**src/design/tun_pkg.sv**
```systemverilog
package tun_pkg;

    // Default sizes of the coordinate and result fraction fields
    localparam int COORD_BITS_DEF       = 16;
    localparam int NORMAL_FRAC_BITS_DEF = 15;

    // Result component format (signed Q1.15 container)
    localparam int OUT_W = 16;

    // Saturation limits of a component, as magnitudes
    localparam logic [OUT_W:0] SAT_POS_MAG = (OUT_W + 1)'(32767);
    localparam logic [OUT_W:0] SAT_NEG_MAG = (OUT_W + 1)'(32768);

    // Control word that travels down the chain beside the data
    typedef struct packed {
        logic       vld;
        logic       degen;
        logic [2:0] neg;
    } tun_ctl_t;

endpackage

```
**src/design/tun_sqrt_cell.sv**
```systemverilog
module tun_sqrt_cell #(
    parameter int RW = 35,
    parameter int SW = 70,
    parameter int MW = 34
) (
    input  logic               clk,
    input  logic               rst_n,
    input  logic               en,
    input  tun_pkg::tun_ctl_t  ctl_i,
    input  logic [SW-1:0]      rad_i,
    input  logic [RW+1:0]      rem_i,
    input  logic [RW-1:0]      root_i,
    input  logic [MW-1:0]      mag_i [3],
    output tun_pkg::tun_ctl_t  ctl_o,
    output logic [SW-1:0]      rad_o,
    output logic [RW+1:0]      rem_o,
    output logic [RW-1:0]      root_o,
    output logic [MW-1:0]      mag_o [3]
);
    import tun_pkg::*;

    tun_ctl_t      ctl_reg;
    logic [SW-1:0] rad_reg;
    logic [RW+1:0] rem_reg;
    logic [RW+1:0] rem_next;
    logic [RW-1:0] root_reg;
    logic [RW-1:0] root_next;
    logic [MW-1:0] mag_reg [3];
    logic [RW+3:0] cur;
    logic [RW+3:0] trial;
    logic          ge;

    // One root digit: bring down two radicand bits and try 4q+1
    always_comb
    begin
        cur       = {rem_i, rad_i[SW-1:SW-2]};
        trial     = {2'b00, root_i, 2'b01};
        ge        = (cur >= trial);
        rem_next  = ge ? (RW+2)'(cur - trial) : (RW+2)'(cur);
        root_next = {root_i[RW-2:0], ge};
    end

    always_ff @(posedge clk or negedge rst_n)
    begin
        if (!rst_n)
        begin
            ctl_reg <= '0;
        end
        else if (en)
        begin
            ctl_reg <= ctl_i;
        end
    end

    always_ff @(posedge clk)
    begin
        if (en)
        begin
            rad_reg  <= rad_i << 2;
            rem_reg  <= rem_next;
            root_reg <= root_next;
            mag_reg  <= mag_i;
        end
    end

    assign ctl_o  = ctl_reg;
    assign rad_o  = rad_reg;
    assign rem_o  = rem_reg;
    assign root_o = root_reg;
    assign mag_o  = mag_reg;

endmodule

```
**config.mk**
```make
export PLATFORM = sky130hd
export DESIGN_NAME = tun_sqrt_cell
export DESIGN_NICKNAME = d
export VERILOG_FILES = /design/src/design/tun_pkg.sv /design/src/design/tun_sqrt_cell.sv
export SDC_FILE = /design/constraint.sdc
export NUM_CORES = 1
export LEC_CHECK = 0
export ABC_AREA = 1
export BUFFER_PORTS_ARGS = -buffer_cell sky130_fd_sc_hd__buf_4
export CAP_MARGIN = 20
export CORE_AREA = 2 2 197 199
export CTS_CLUSTER_SIZE = 28
export DETAILED_ROUTE_END_ITERATION = 6
export DIE_AREA = 0 0 199 201
export PLACE_DENSITY = 0.66
export SYNTH_ARGS = -nofsm -noshare
export SYNTH_HDL_FRONTEND = slang
export SYNTH_SLANG_ARGS = --single-unit
```
**constraint.sdc**
```tcl
create_clock -name clk -period 0.9 [get_ports clk]
set_input_delay 0.045 -clock clk [delete_from_list [all_inputs] [get_ports clk]]
set_output_delay 0.045 -clock clk [all_outputs]
set_load 0.05 [all_outputs]
```
==> results.py <==
metrics = {
    "worst_setup_path": {
        "cp.arrival_ns": 1.65,
        "cp-startpoint": "root_i[16]",
        "crit_path_end_kind": "flip-flop",
        "crit_fanout": 15,
        "reg2reg_from": "ctl_o[0]$_DFFE_PN0P_",
        "worst-setup-path-type": "input pin to flip-flop",
        "worstSetupStartpointType": "input pin",
        "worst-endpoint-required_ns": 1.19,
    },
    "logic_synthesis": {
        "synthCells": 980,
        "synth_most_common_cell": "nand2_1",
        "yosysTopAreaCellShare": 0.649,
        "syn-cell-area_um2": 11200,
        "netlist_top_cells_area": "edfxtp_1 (65%), nand2_1 (9.5%), inv_1 (4.7%), ha_1 (4.1%), nand3_2 (2.8%)",
        "yosysTopAreaCell": "edfxtp_1",
        "yosys_most_used_dff": "edfxtp_1",
        "synth_edf_count": 242,
        "async_flop_share": 0.0202,
        "syn_area_per_cell_um2": 11.4,
        "synth_cell_types": 38,
        "synth-seq-cells": 247,
        "synth_common_cells": "nand2_1 (282), edfxtp_1 (242), inv_1 (141), nor2_1 (63), nand3_1 (46)",
        "ys_seq_area_frac": 0.660,
        "ys_warn_count": 0,
    },
    "timing": {
        "maxClockFrequency_mhz": 737,
        "clock_skew_ns": 0,
        "hold_viol": 0,
        "setup_viol": 286,
        "post-route-min-period_ns": 1.36,
        "period_share": 1.51,
        "drv_slew": 0,
        "tns_ns": -77.82,
        "slew_headroom": 0.625,
        "setup_ws_ns": -0.457,
        "tightest_slew_ns": 0.563,
        "rsz0062_at_grt": "yes",
    },
    "flow_run": {
        "drv_cap": 0,
    },
    "routing": {
        "drt-total-wl_um": 48500,
        "final_antenna_net_count": 0,
        "vias_per_cell": 4.49,
        "vias": 11100,
        "met3WireLength_um": 3010,
        "drc_errors": 0,
        "routed.top_layer": "met4",
        "routedWlPerCell_um": 19.6,
        "dr_wl_met2_um": 25300,
        "drt-met1-wl_um": 17700,
        "drt_iter0_drc": 634,
        "drt_first_pass_iters": 5,
    },
    "cts": {
        "cts_root_buf": "clkbuf_16",
        "clock-sinks": 247,
        "clk_pin_slew_ns": 0.07,
        "cts_tree": "done",
        "cts_inserted_buffers": 28,
        "clock_latency_ns": 0.54,
        "clk_path_buf_depth": 3,
        "htreeDepth": 1,
    },
    "grt": {
        "antenna_found_initial": 3,
        "grt_pass1_wl_um": 70300,
        "grt_max_degree": 51,
        "grt.total_usage": 0.234,
        "grt_pass1_vias": 11800,
        "overflow": 0,
    },
    "layout": {
        "area_growth_pct": 103,
        "design_area_um2": 22800,
        "layout-drive-gt1-share": 0.518,
        "final_core_util": 0.598,
        "fin_nets": 2220,
    },
    "die": {
        "die_area_um2": 40000,
        "start_util": 0.294,
        "core-area_um2": 38100,
        "die_y_um": 201,
        "rows": 72,
        "die_w_um": 199,
        "num_io_pins": 501,
    },
    "pwr": {
        "combPwrFrac": 0.323,
        "seqPwrFrac": 0.368,
        "p_per_area_nw_per_um2": 1730,
        "swShare": 0.326,
        "power.share.clock": 0.308,
        "internal_power_mw": 26.5,
        "p_sw_mw": 12.8,
        "power.leakage_nw": 10.2,
        "vdd_ir_drop_max_uv": 1220,
    },
    "placed_design": {
        "gp_congestion": 0.880,
        "dpl_cell_area_um2": 17200,
        "io_buffer_count": 498,
        "hpwlAfterDp_um": 32200,
    },
    "run_status": {
        "violations": "negative setup slack",
        "outcome": "complete, but fails checks",
    },
    "min_path": {
        "hold_path.startpoint": "rem_i[33]",
        "hold_class": "input pin to flip-flop",
    },
}
what timing repair did:
action                                  in CTS  in global routing
gates cloned                                 4                  1
endpoints found under the hold margin      261                  0
endpoints found under the setup margin     285                440
pin swaps                                   44                 47
resized for setup                          377                 97
setup buffers                               23                 12
hold buffers                               255                  0
sequential cells by signal (all words and copies together) (netlist names):
signal	flops
root_o	35
mag_o	102
ctl_o	5
rad_o	68
rem_o	37
cell usage in the layout (no fill, tap or decap), types with 6 or more instances in the layout:
| cell | instances |
|---|---|
| buf_12 | 12 |
| clkbuf_16 | 30 |
| nand2_1 | 200 |
| a21oi_2 | 10 |
| inv_2 | 24 |
| buf_6 | 260 |
| nand2_4 | 22 |
| a21oi_1 | 13 |
| nand3b_1 | 10 |
| ha_4 | 34 |
| dlygate4sd3_1 | 252 |
| inv_1 | 110 |
| nor2_1 | 39 |
| buf_4 | 398 |
| nor2_4 | 19 |
| edfxtp_1 | 242 |
| clkinv_2 | 6 |
| nand3_1 | 22 |
| nand3_2 | 51 |
| nor2_2 | 14 |
| nand2_2 | 76 |
| xor2_1 | 17 |
through the flow:
stage	cells	setup WS (ns)	hold WS (ns)	total power, mW
floorplan	981	-0.699	-0.251	20.3
global placement	2126	-1.08	-0.146	24.6
detailed placement	2126	-1.11	-0.147	24.6
CTS	2459	-0.463	0.0702	39.1
global route	2474	-0.491	0.0826	40.7
finish	2475	-0.457	0.0699	39.4
final cells by class:
type                            count  area, um2
Timing Repair Buffer              934       8900
Clock buffer                       35        768
Clock inverter                     17        200
Antenna cell                        4       10.0
Inverter                          142        571
Fill cell                        2910      15300
Multi-Input combinational cell    578       4280
Tap cell                          518        648
Sequential cell                   247       7400
kinds of logic (layout without fill, tap and decap cells):
logic type / Yosys count / after routing / share of synthesized area
AOI/OAI and AO/OA: 43 / 43 / 0.0217
DFF: 247 / 247 / 0.660
buffers and inverters: 156 / 1128 / 0.0622
muxes: 5 / 5 / 0.00503
and+or+nand+nor: 472 / 472 / 0.195
other: 1 / 6 / 0.000335
xor gates and xnor gates: 19 / 19 / 0.0149
adders and majority gates: 37 / 37 / 0.0413
critical path: stages:
cell and delay (ns):
buf_12 0.11, inv_12 0.05, ha_4 0.21, nand2_1 0.07, nand2_1 0.07, inv_1 0.08
nand2_2 0.07, a21oi_2 0.16, buf_4 0.14, nand2_2 0.05, nand2_2 0.07, nand4_4 0.16
buf_12 0.22, nand3_2 0.08, nand2_1 0.07
path summary, 6_finish.rpt:
kind                                              to  slack (ns)  cells after the start
worst min-delay path             rem_o[35]$_DFFE_PP_        0.07                      5
worst max-delay path             rem_o[24]$_DFFE_PP_       -0.46                     15
min in group asynchronous       ctl_o[3]$_DFFE_PN0P_        0.49                      3
worst max register to register  ctl_o[0]$_DFFE_PN0P_       -0.01                      2
max in group asynchronous       ctl_o[0]$_DFFE_PN0P_        0.19                      3
worst min register to register  ctl_o[3]$_DFFE_PN0P_        0.55                      1
metal layers:
metal / track usage / vias up
li1: - / 5169
met1: 0.259 / 5386
met2: 0.431 / 445
met3: 0.0422 / 123
met4: 0.108 / 0
met5: 0 / -
power by group through the flow:
| stage | clock network, mW | registers, mW | logic (mW) |
|---|---|---|---|
| 5_1_grt | 12.8 | 14.6 | 13.3 |
| 4_1_cts | 12.4 | 14.4 | 12.3 |
| 6_report | 12.1 | 14.5 | 12.7 |
| 3_5_place_dp | 0 | 14.4 | 10.2 |
| 3_3_place_gp | 0 | 14.4 | 10.1 |
| 2_1_floorplan | 0 | 18.1 | 2.24 |
Note: power is estimated with default switching activity, not from simulation.
