`src/design/tun_pkg.sv`:
```
package tun_pkg;

    // Default sizes of the coordinate and result fraction fields
    localparam int COORD_BITS_DEF       = 16;
    localparam int NORMAL_FRAC_BITS_DEF = 15;

    // Result component format (signed Q1.15 container)
    localparam int OUT_W = 16;

    // Saturation limits of a component, as magnitudes
    localparam logic [OUT_W:0] SAT_POS_MAG = (OUT_W + 1)'(32767);
    localparam logic [OUT_W:0] SAT_NEG_MAG = (OUT_W + 1)'(32768);

    // Control word that travels down the chain beside the data
    typedef struct packed {
        logic       vld;
        logic       degen;
        logic [2:0] neg;
    } tun_ctl_t;

endpackage

```
`src/design/tun_div_cell.sv`:
```
module tun_div_cell #(
    parameter int RW    = 35,
    parameter int QW    = 16,
    parameter bit FIRST = 1'b0
) (
    input  logic               clk,
    input  logic               rst_n,
    input  logic               en,
    input  tun_pkg::tun_ctl_t  ctl_i,
    input  logic [RW-1:0]      len_i,
    input  logic [RW-1:0]      rem_i [3],
    input  logic [QW-1:0]      q_i   [3],
    output tun_pkg::tun_ctl_t  ctl_o,
    output logic [RW-1:0]      len_o,
    output logic [RW-1:0]      rem_o [3],
    output logic [QW-1:0]      q_o   [3]
);
    import tun_pkg::*;

    tun_ctl_t      ctl_reg;
    logic [RW-1:0] len_reg;
    logic [RW-1:0] rem_reg  [3];
    logic [RW-1:0] rem_next [3];
    logic [QW-1:0] q_reg    [3];
    logic [QW-1:0] q_next   [3];
    logic [RW:0]   cur      [3];
    logic          ge       [3];

    // One quotient bit for each component against the shared length
    always_comb
    begin
        for (int c = 0; c < 3; c++)
        begin
            cur[c]      = FIRST ? {1'b0, rem_i[c]} : {rem_i[c], 1'b0};
            ge[c]       = (cur[c] >= {1'b0, len_i});
            rem_next[c] = ge[c] ? RW'(cur[c] - {1'b0, len_i}) : RW'(cur[c]);
            q_next[c]   = {q_i[c][QW-2:0], ge[c]};
        end
    end

    always_ff @(posedge clk or negedge rst_n)
    begin
        if (!rst_n)
        begin
            ctl_reg <= '0;
        end
        else if (en)
        begin
            ctl_reg <= ctl_i;
        end
    end

    always_ff @(posedge clk)
    begin
        if (en)
        begin
            len_reg <= len_i;
            rem_reg <= rem_next;
            q_reg   <= q_next;
        end
    end

    assign ctl_o = ctl_reg;
    assign len_o = len_reg;
    assign rem_o = rem_reg;
    assign q_o   = q_reg;

endmodule

```
`config.mk`:
```
export PLATFORM = sky130hd
export DESIGN_NAME = tun_div_cell
export DESIGN_NICKNAME = d
export VERILOG_FILES = /design/src/design/tun_pkg.sv /design/src/design/tun_div_cell.sv
export SDC_FILE = /design/constraint.sdc
export NUM_CORES = 1
export LEC_CHECK = 0
export BUFFER_PORTS_ARGS = -buffer_cell sky130_fd_sc_hd__buf_4
export CAP_MARGIN = 20
export CORE_MARGIN = 3
export CORE_UTILIZATION = 33
export DETAILED_ROUTE_END_ITERATION = 16
export PLACE_DENSITY_LB_ADDON = 0.05
export SLEW_MARGIN = 20
export SYNTH_ARGS = -nofsm -noshare
export SYNTH_HDL_FRONTEND = slang
export SYNTH_SLANG_ARGS = --single-unit
```
`constraint.sdc`:
```
create_clock -name clk -period 1 [get_ports clk]
set_clock_uncertainty 0.1 [all_clocks]
set_input_delay 0 -clock clk [delete_from_list [all_inputs] [get_ports clk]]
set_output_delay 0 -clock clk [all_outputs]
set_load 0.02 [all_outputs]
```
==> results.cfg, run 1 <==
[run_status]
status = complete, but fails checks
violations = negative hold slack, negative setup slack

[layout]
fillers = 3207
layout_commonest_cell = buf_4
postLayoutCellArea_um2 = 23900
nNetsFinal = 2627
drive_gt1_frac = 0.455
final_util = 0.628
layout_common_cells = 745 x buf_4, 189 x dlygate4sd3_1, 188 x edfxtp_1, 162 x nand2_1, 98 x a21oi_1
syn_to_final_growth_pct = 85.4

[placement]
postPlaceCellArea_um2 = 19700
place.gp.congestion = 0.903
portBuffers = 385
place_hpwl_um = 41000

[power_and_ir_drop]
p_clk_frac = 0.230
powerDensity_nw_per_um2 = 1280
switching_share = 0.330
switchingPower_mw = 10.1
internal_power_mw = 20.6
p_leak_nw = 10.6
power_frac_comb = 0.425
vdd_ir_drop_max_mv = 1.32
p_seq_frac = 0.345

[worst_setup_path]
critical_path_peak_fanout = 20
cp-end-kind = flop
crit_path_start = len_i[1]
worstPathRequired_ps = 1200
crit_path_start_kind = input pin
r2r_start = ctl_o[3]
cp.arrival_ps = 2520
crit_type = input pin to flop

[synth]
ys.warnings.count = 0
synth_edf_count = 188
synthDistinctLibCells = 74
synthFlopType = edfxtp_1
synthCells = 1307
yosys.area.top_type = edfxtp_1
synth.top_cell.area_share = 0.437
yosys-top-cells-area = edfxtp_1 44%, ha_1 10%, nand2_1 4.8%
syn_area_um2 = 12900
synth_fp_nets = 1611
seq_area_frac_synth = 0.447
synth_seq_cells = 193
avgSynthCellArea_um2 = 9.88
async_flop_share = 0.0259

[sta]
finalHoldViolations = 59
setup_ws_ps = -1320
max_freq_ghz = 0.431
relSlewSlack = 0.563
finalMaxSlewViolations = 0
fin_hold_ws_ps = -227
min_period_over_period = 2.32
grt_setup_unrepaired = true
finalSetupViolations = 306
period_minus_slack_ps = 2320
worstMarginPinSlew_ps = 649

[global_routing]
grt.total_usage = 0.245
grt_pass1_wl_um = 78400
gr-total-overflow = 0
grt_max_degree = 42
grt_pass1_vias = 14232
antenna_found_initial = 6

[clock_network]
clkLatencyLatePin_ps = 460
h-tree-depth = 4
path_clk_slew_ps = 80
cts_buffer_depth = 2
cts_root_buf = clkbuf_16
tritoncts = done
cts.sinks = 193
cts_buffers = 17

[detailed_routing]
routedWlPerCell_um = 18.4
vias = 13942
first_iter_violations = 723
ant_nets = 0
drc = 0
dr.pass1.iters = 6
via_per_inst = 4.89
wl_um = 52500

[floorplanning]
num_rows = 71
die_w_um = 204
start_util = 0.339
core-area_um2 = 38100
io_pins = 389
die-area_um2 = 41500
die_h_um = 204

[hold_path]
holdCritPathClass = input pin to flop
hold_path_startpoint = rem_i[70]

[run]
cap_violations = 0
## power by group through the flow
| stage | clock network (mW) | logic, mW | registers [mW] |
|---|---|---|---|
| after floorplan | 0 | 4.22 | 11.9 |
| after global placement | 0 | 11.1 | 10.7 |
| after detailed placement | 0 | 11.1 | 10.7 |
| after CTS | 7.26 | 12.5 | 10.6 |
| after global routing | 7.55 | 14.1 | 10.7 |
| final | 7.07 | 13.0 | 10.6 |
## flip-flops by register name, indices dropped and copies added, names as in the netlist
signal,count
len_o,35
ctl_o,5
rem_o,105
q_o,48
## synthesized netlist by cell type, types with 18 or more instances
library cell / count
o21ai_0: 119
nor2_1: 69
nand3_1: 27
a21oi_1: 116
edfxtp_1: 188
nand2_1: 164
buf_2: 21
xnor2_1: 43
inv_1: 61
a21o_1: 56
ha_1: 105
nor3_1: 24
xor2_1: 39
clkbuf_1: 18
## kinds of logic (layout without fill, tap and decap cells)
family	after synthesis	count (layout)	synth area share
other cells	0	6	0
xor+xnor	82	82	0.0556
compound gates	420	421	0.204
fa+ha+maj	108	108	0.106
mux	13	13	0.0109
buf+inv	107	1135	0.0347
flops	193	193	0.447
simple gates	384	384	0.141
## cell type report
type / instances / area [um2] / share of cell area
Antenna cell: 6 / 15.0 / 0.000627
Clock buffer: 18 / 429 / 0.0179
Clock inverter: 14 / 155 / 0.00648
Inverter: 64 / 299 / 0.0125
Multi-Input combinational cell: 1008 / 7790 / 0.325
Sequential cell: 193 / 5770 / 0.241
Tap cell: 511 / 639 / 0.0267
Timing Repair Buffer: 1039 / 8840 / 0.369
## through the flow
step	instances	total power, mW	hold slack, ps	setup TNS, ps	setup WS (ps)
2_1_floorplan	1307	16.1	-396	-136700	-1490
6_report	2853	30.7	-227	-149710	-1320
4_1_cts	2828	30.3	-273	-151650	-1300
3_3_place_gp	2581	21.7	-297	-191170	-1940
5_1_grt	2853	32.3	-211	-166410	-1390
3_5_place_dp	2581	21.8	-297	-195990	-1970
## per-layer routing
metal  global-route usage  part of all wire  up-vias
met5                    0                 0        -
met1                0.315              0.44     6598
met4               0.0887             0.025        0
met2                0.415              0.49      366
met3               0.0433             0.052       55
li1                     -                 -     6923
## worst paths after layout
| kind | cells past startpoint | to | slack, ps |
|---|---|---|---|
| setup / recovery | 15 | rem_o[80] | -1320 |
| hold / removal | 3 | rem_o[71] | -230 |
| setup reg to reg | 1 | ctl_o[3] | 110 |
| hold reg to reg | 1 | ctl_o[0] | 420 |
| max in group asynchronous | 3 | ctl_o[3] | 260 |
| min in group asynchronous | 3 | ctl_o[0] | 350 |
## repair_timing
item	CTS	global route
buffers inserted	28	18
endpoints found under the hold margin	245	9
gates cloned	2	0
pin swaps	32	32
resized for setup	150	123
hold buffers	186	3
endpoints found under the setup margin	301	301
## critical path, cell delays in order
cell	delay (ps)
buf_8	80
clkinvlp_4	150
ha_1	340
buf_4	100
ha_1	140
nand3_1	130
nor4_4	340
a41oi_2	190
o211ai_1	170
a21o_1	180
nor2_4	70
buf_4	140
buf_6	120
buf_12	140
o31ai_1	220
Note: power is estimated with default switching activity, not from simulation.
==> inputs of run 2 (changes only) <==
--- a/config.mk
+++ b/config.mk
@@ -10,7 +10,7 @@
 export CORE_MARGIN = 3
 export CORE_UTILIZATION = 33
 export DETAILED_ROUTE_END_ITERATION = 16
-export PLACE_DENSITY_LB_ADDON = 0.05
+export PLACE_DENSITY = 0.6
 export SLEW_MARGIN = 20
 export SYNTH_ARGS = -nofsm -noshare
 export SYNTH_HDL_FRONTEND = slang
==> run 2 against run 1 <==
  * The flow still finishes with violations (negative hold slack, negative setup slack)
  * Count of clock-buffer cells in the layout up 4
  * Flip-flop and latch count unchanged
  * Worst hold slack worse by 12 ps
  * Combinational power up 5%
  * Setup slack about the same
  * Sequential share of layout area decreased by 0.22 points
  * Critical endpoint is now rem_o[1]
  * Largest power group unchanged
==> results.cfg, run 2 (same netlist as run 1, synthesis figures left out) <==
[run]
cap_violations = 0

[placement]
pre_cts_slack_ps = -2010
portBuffers = 385
dpl.cell_count = 2562
place.gp.congestion = 0.934
place_hpwl_um = 40900

[detailed_routing]
drc = 0
wl_um = 54100
dr.pass1.iters = 5
vias = 14076
via_per_inst = 5.00
first_iter_violations = 829
ant_nets = 0
routedWlPerCell_um = 19.2

[global_routing]
grt_pass1_wl_um = 79700
grt_pass1_vias = 14494
grt.total_usage = 0.249
antenna_found_initial = 5
gr-total-overflow = 0
grt_max_degree = 58

[layout]
nNetsFinal = 2594
layout_commonest_cell = buf_4
syn_to_final_growth_pct = 87.1
layout_common_cells = 588 x buf_4, 205 x buf_6, 188 x edfxtp_1, 187 x dlygate4sd3_1, 156 x nand2_1
drive_gt1_frac = 0.452
instances_no_fill = 2817
largest_register_ffs = 105
fillers = 3020
final_util = 0.634

[worst_setup_path]
cp-end-kind = flop
cp.arrival_ps = 2440
worstPathRequired_ps = 1110
crit_type = input pin to flop
critical_path_peak_fanout = 15
crit_path_start_kind = input pin

[hold_path]
holdCritPathClass = input pin to flop

[sta]
fin_hold_ws_ps = -239
period_minus_slack_ps = 2320
finalMaxSlewViolations = 0
setup_ws_ps = -1320
relSlewSlack = 0.701
min_period_over_period = 2.32
finalSetupViolations = 332
grt_setup_unrepaired = true
worstMarginPinSlew_ps = 444
finalHoldViolations = 35
max_freq_ghz = 0.431

[clock_network]
tritoncts = done
cts_buffer_depth = 2
path_clk_slew_ps = 70
cts_root_buf = clkbuf_16
cts.sinks = 193
clkLatencyLatePin_ps = 450
h-tree-depth = 4
cts_buffers = 17

[power_and_ir_drop]
p_leak_nw = 10.6
powerDensity_nw_per_um2 = 1300
power_mw = 31.4
vdd_ir_drop_max_mv = 1.34

[floorplanning]
num_rows = 71
die_h_um = 204
core-area_um2 = 38100
start_util = 0.339
die-area_um2 = 41500
io_pins = 389
die_w_um = 204

[run_status]
violations = negative hold slack, negative setup slack
status = complete, but fails checks
-- run 2: cell count changes in the layout (fill, tap and decap cells not counted), sizes merged --
cell         change
buf             -34
clkbuf           +7
clkinvlp         -6
diode            -3
dlygate4sd3      -2
inv              +2
a21o             -1
clkinv           +1
-- run 2: worst paths after layout --
kind                       startpoint   endpoint  slack [ps]  depth (start not counted)
min                         rem_i[70]  rem_o[71]        -240                          3
min reg2reg                  ctl_o[0]   ctl_o[0]         440                          1
max in group asynchronous       rst_n   ctl_o[4]         220                          3
max reg2reg                  ctl_o[3]   ctl_o[3]          80                          1
min in group asynchronous       rst_n   ctl_o[0]         380                          3
max                          len_i[1]   rem_o[1]       -1320                         12
-- run 2: cell type report --
class	count	area, um2	share of cell area
repair inverters	1	3.75	0.000155
clock buffers	22	464	0.0192
flip-flops and latches	193	5770	0.239
inverters	64	283	0.0117
diodes	3	7.51	0.000311
clock inverters	10	125	0.00518
multi-input cells	1007	7740	0.320
repair buffers	1006	9120	0.378
well taps	511	639	0.0265
-- run 2: repair_timing --
| item | in CTS | in global routing |
|---|---|---|
| hold buffers | 187 | 1 |
| endpoints found under the setup margin | 301 | 394 |
| buffers inserted | 19 | 13 |
| resized for setup | 155 | 247 |
| pin swaps | 29 | 22 |
| endpoints found under the hold margin | 228 | 10 |
| cloned | 4 | 3 |
-- run 2: layer usage --
metal,vias up,share of wire,global-route usage
met5,-,0.00039,0
met4,4,0.028,0.0885
met3,82,0.052,0.0407
met2,393,0.51,0.443
met1,6757,0.41,0.304
li1,6840,-,-
-- run 2: critical path, cell delays in order --
cell and delay [ps]:
buf_8 80, clkinvlp_4 140, buf_4 170, fa_2 360
a211oi_2 190, o21bai_1 110, o2111a_2 330, o21a_4 230
a31oi_4 150, o21ba_4 190, buf_12 160, mux2_4 310
-- run 2: stage by stage --
step	cell area (um2)	hold slack (ps)	TNS, ps
after detailed placement	19600	-294	-181340
after global routing	24200	-237	-170960
final	24200	-239	-153470
after floorplan	13200	-396	-136700
after CTS	23000	-256	-184860
after global placement	19600	-296	-179410
-- run 2: report_power, final --
group / internal (mW) / leakage (nW) / switching, mW
logic: 7.03 / 8.46 / 6.54
clock network: 3.85 / 0.286 / 3.24
registers: 10.2 / 1.90 / 0.529
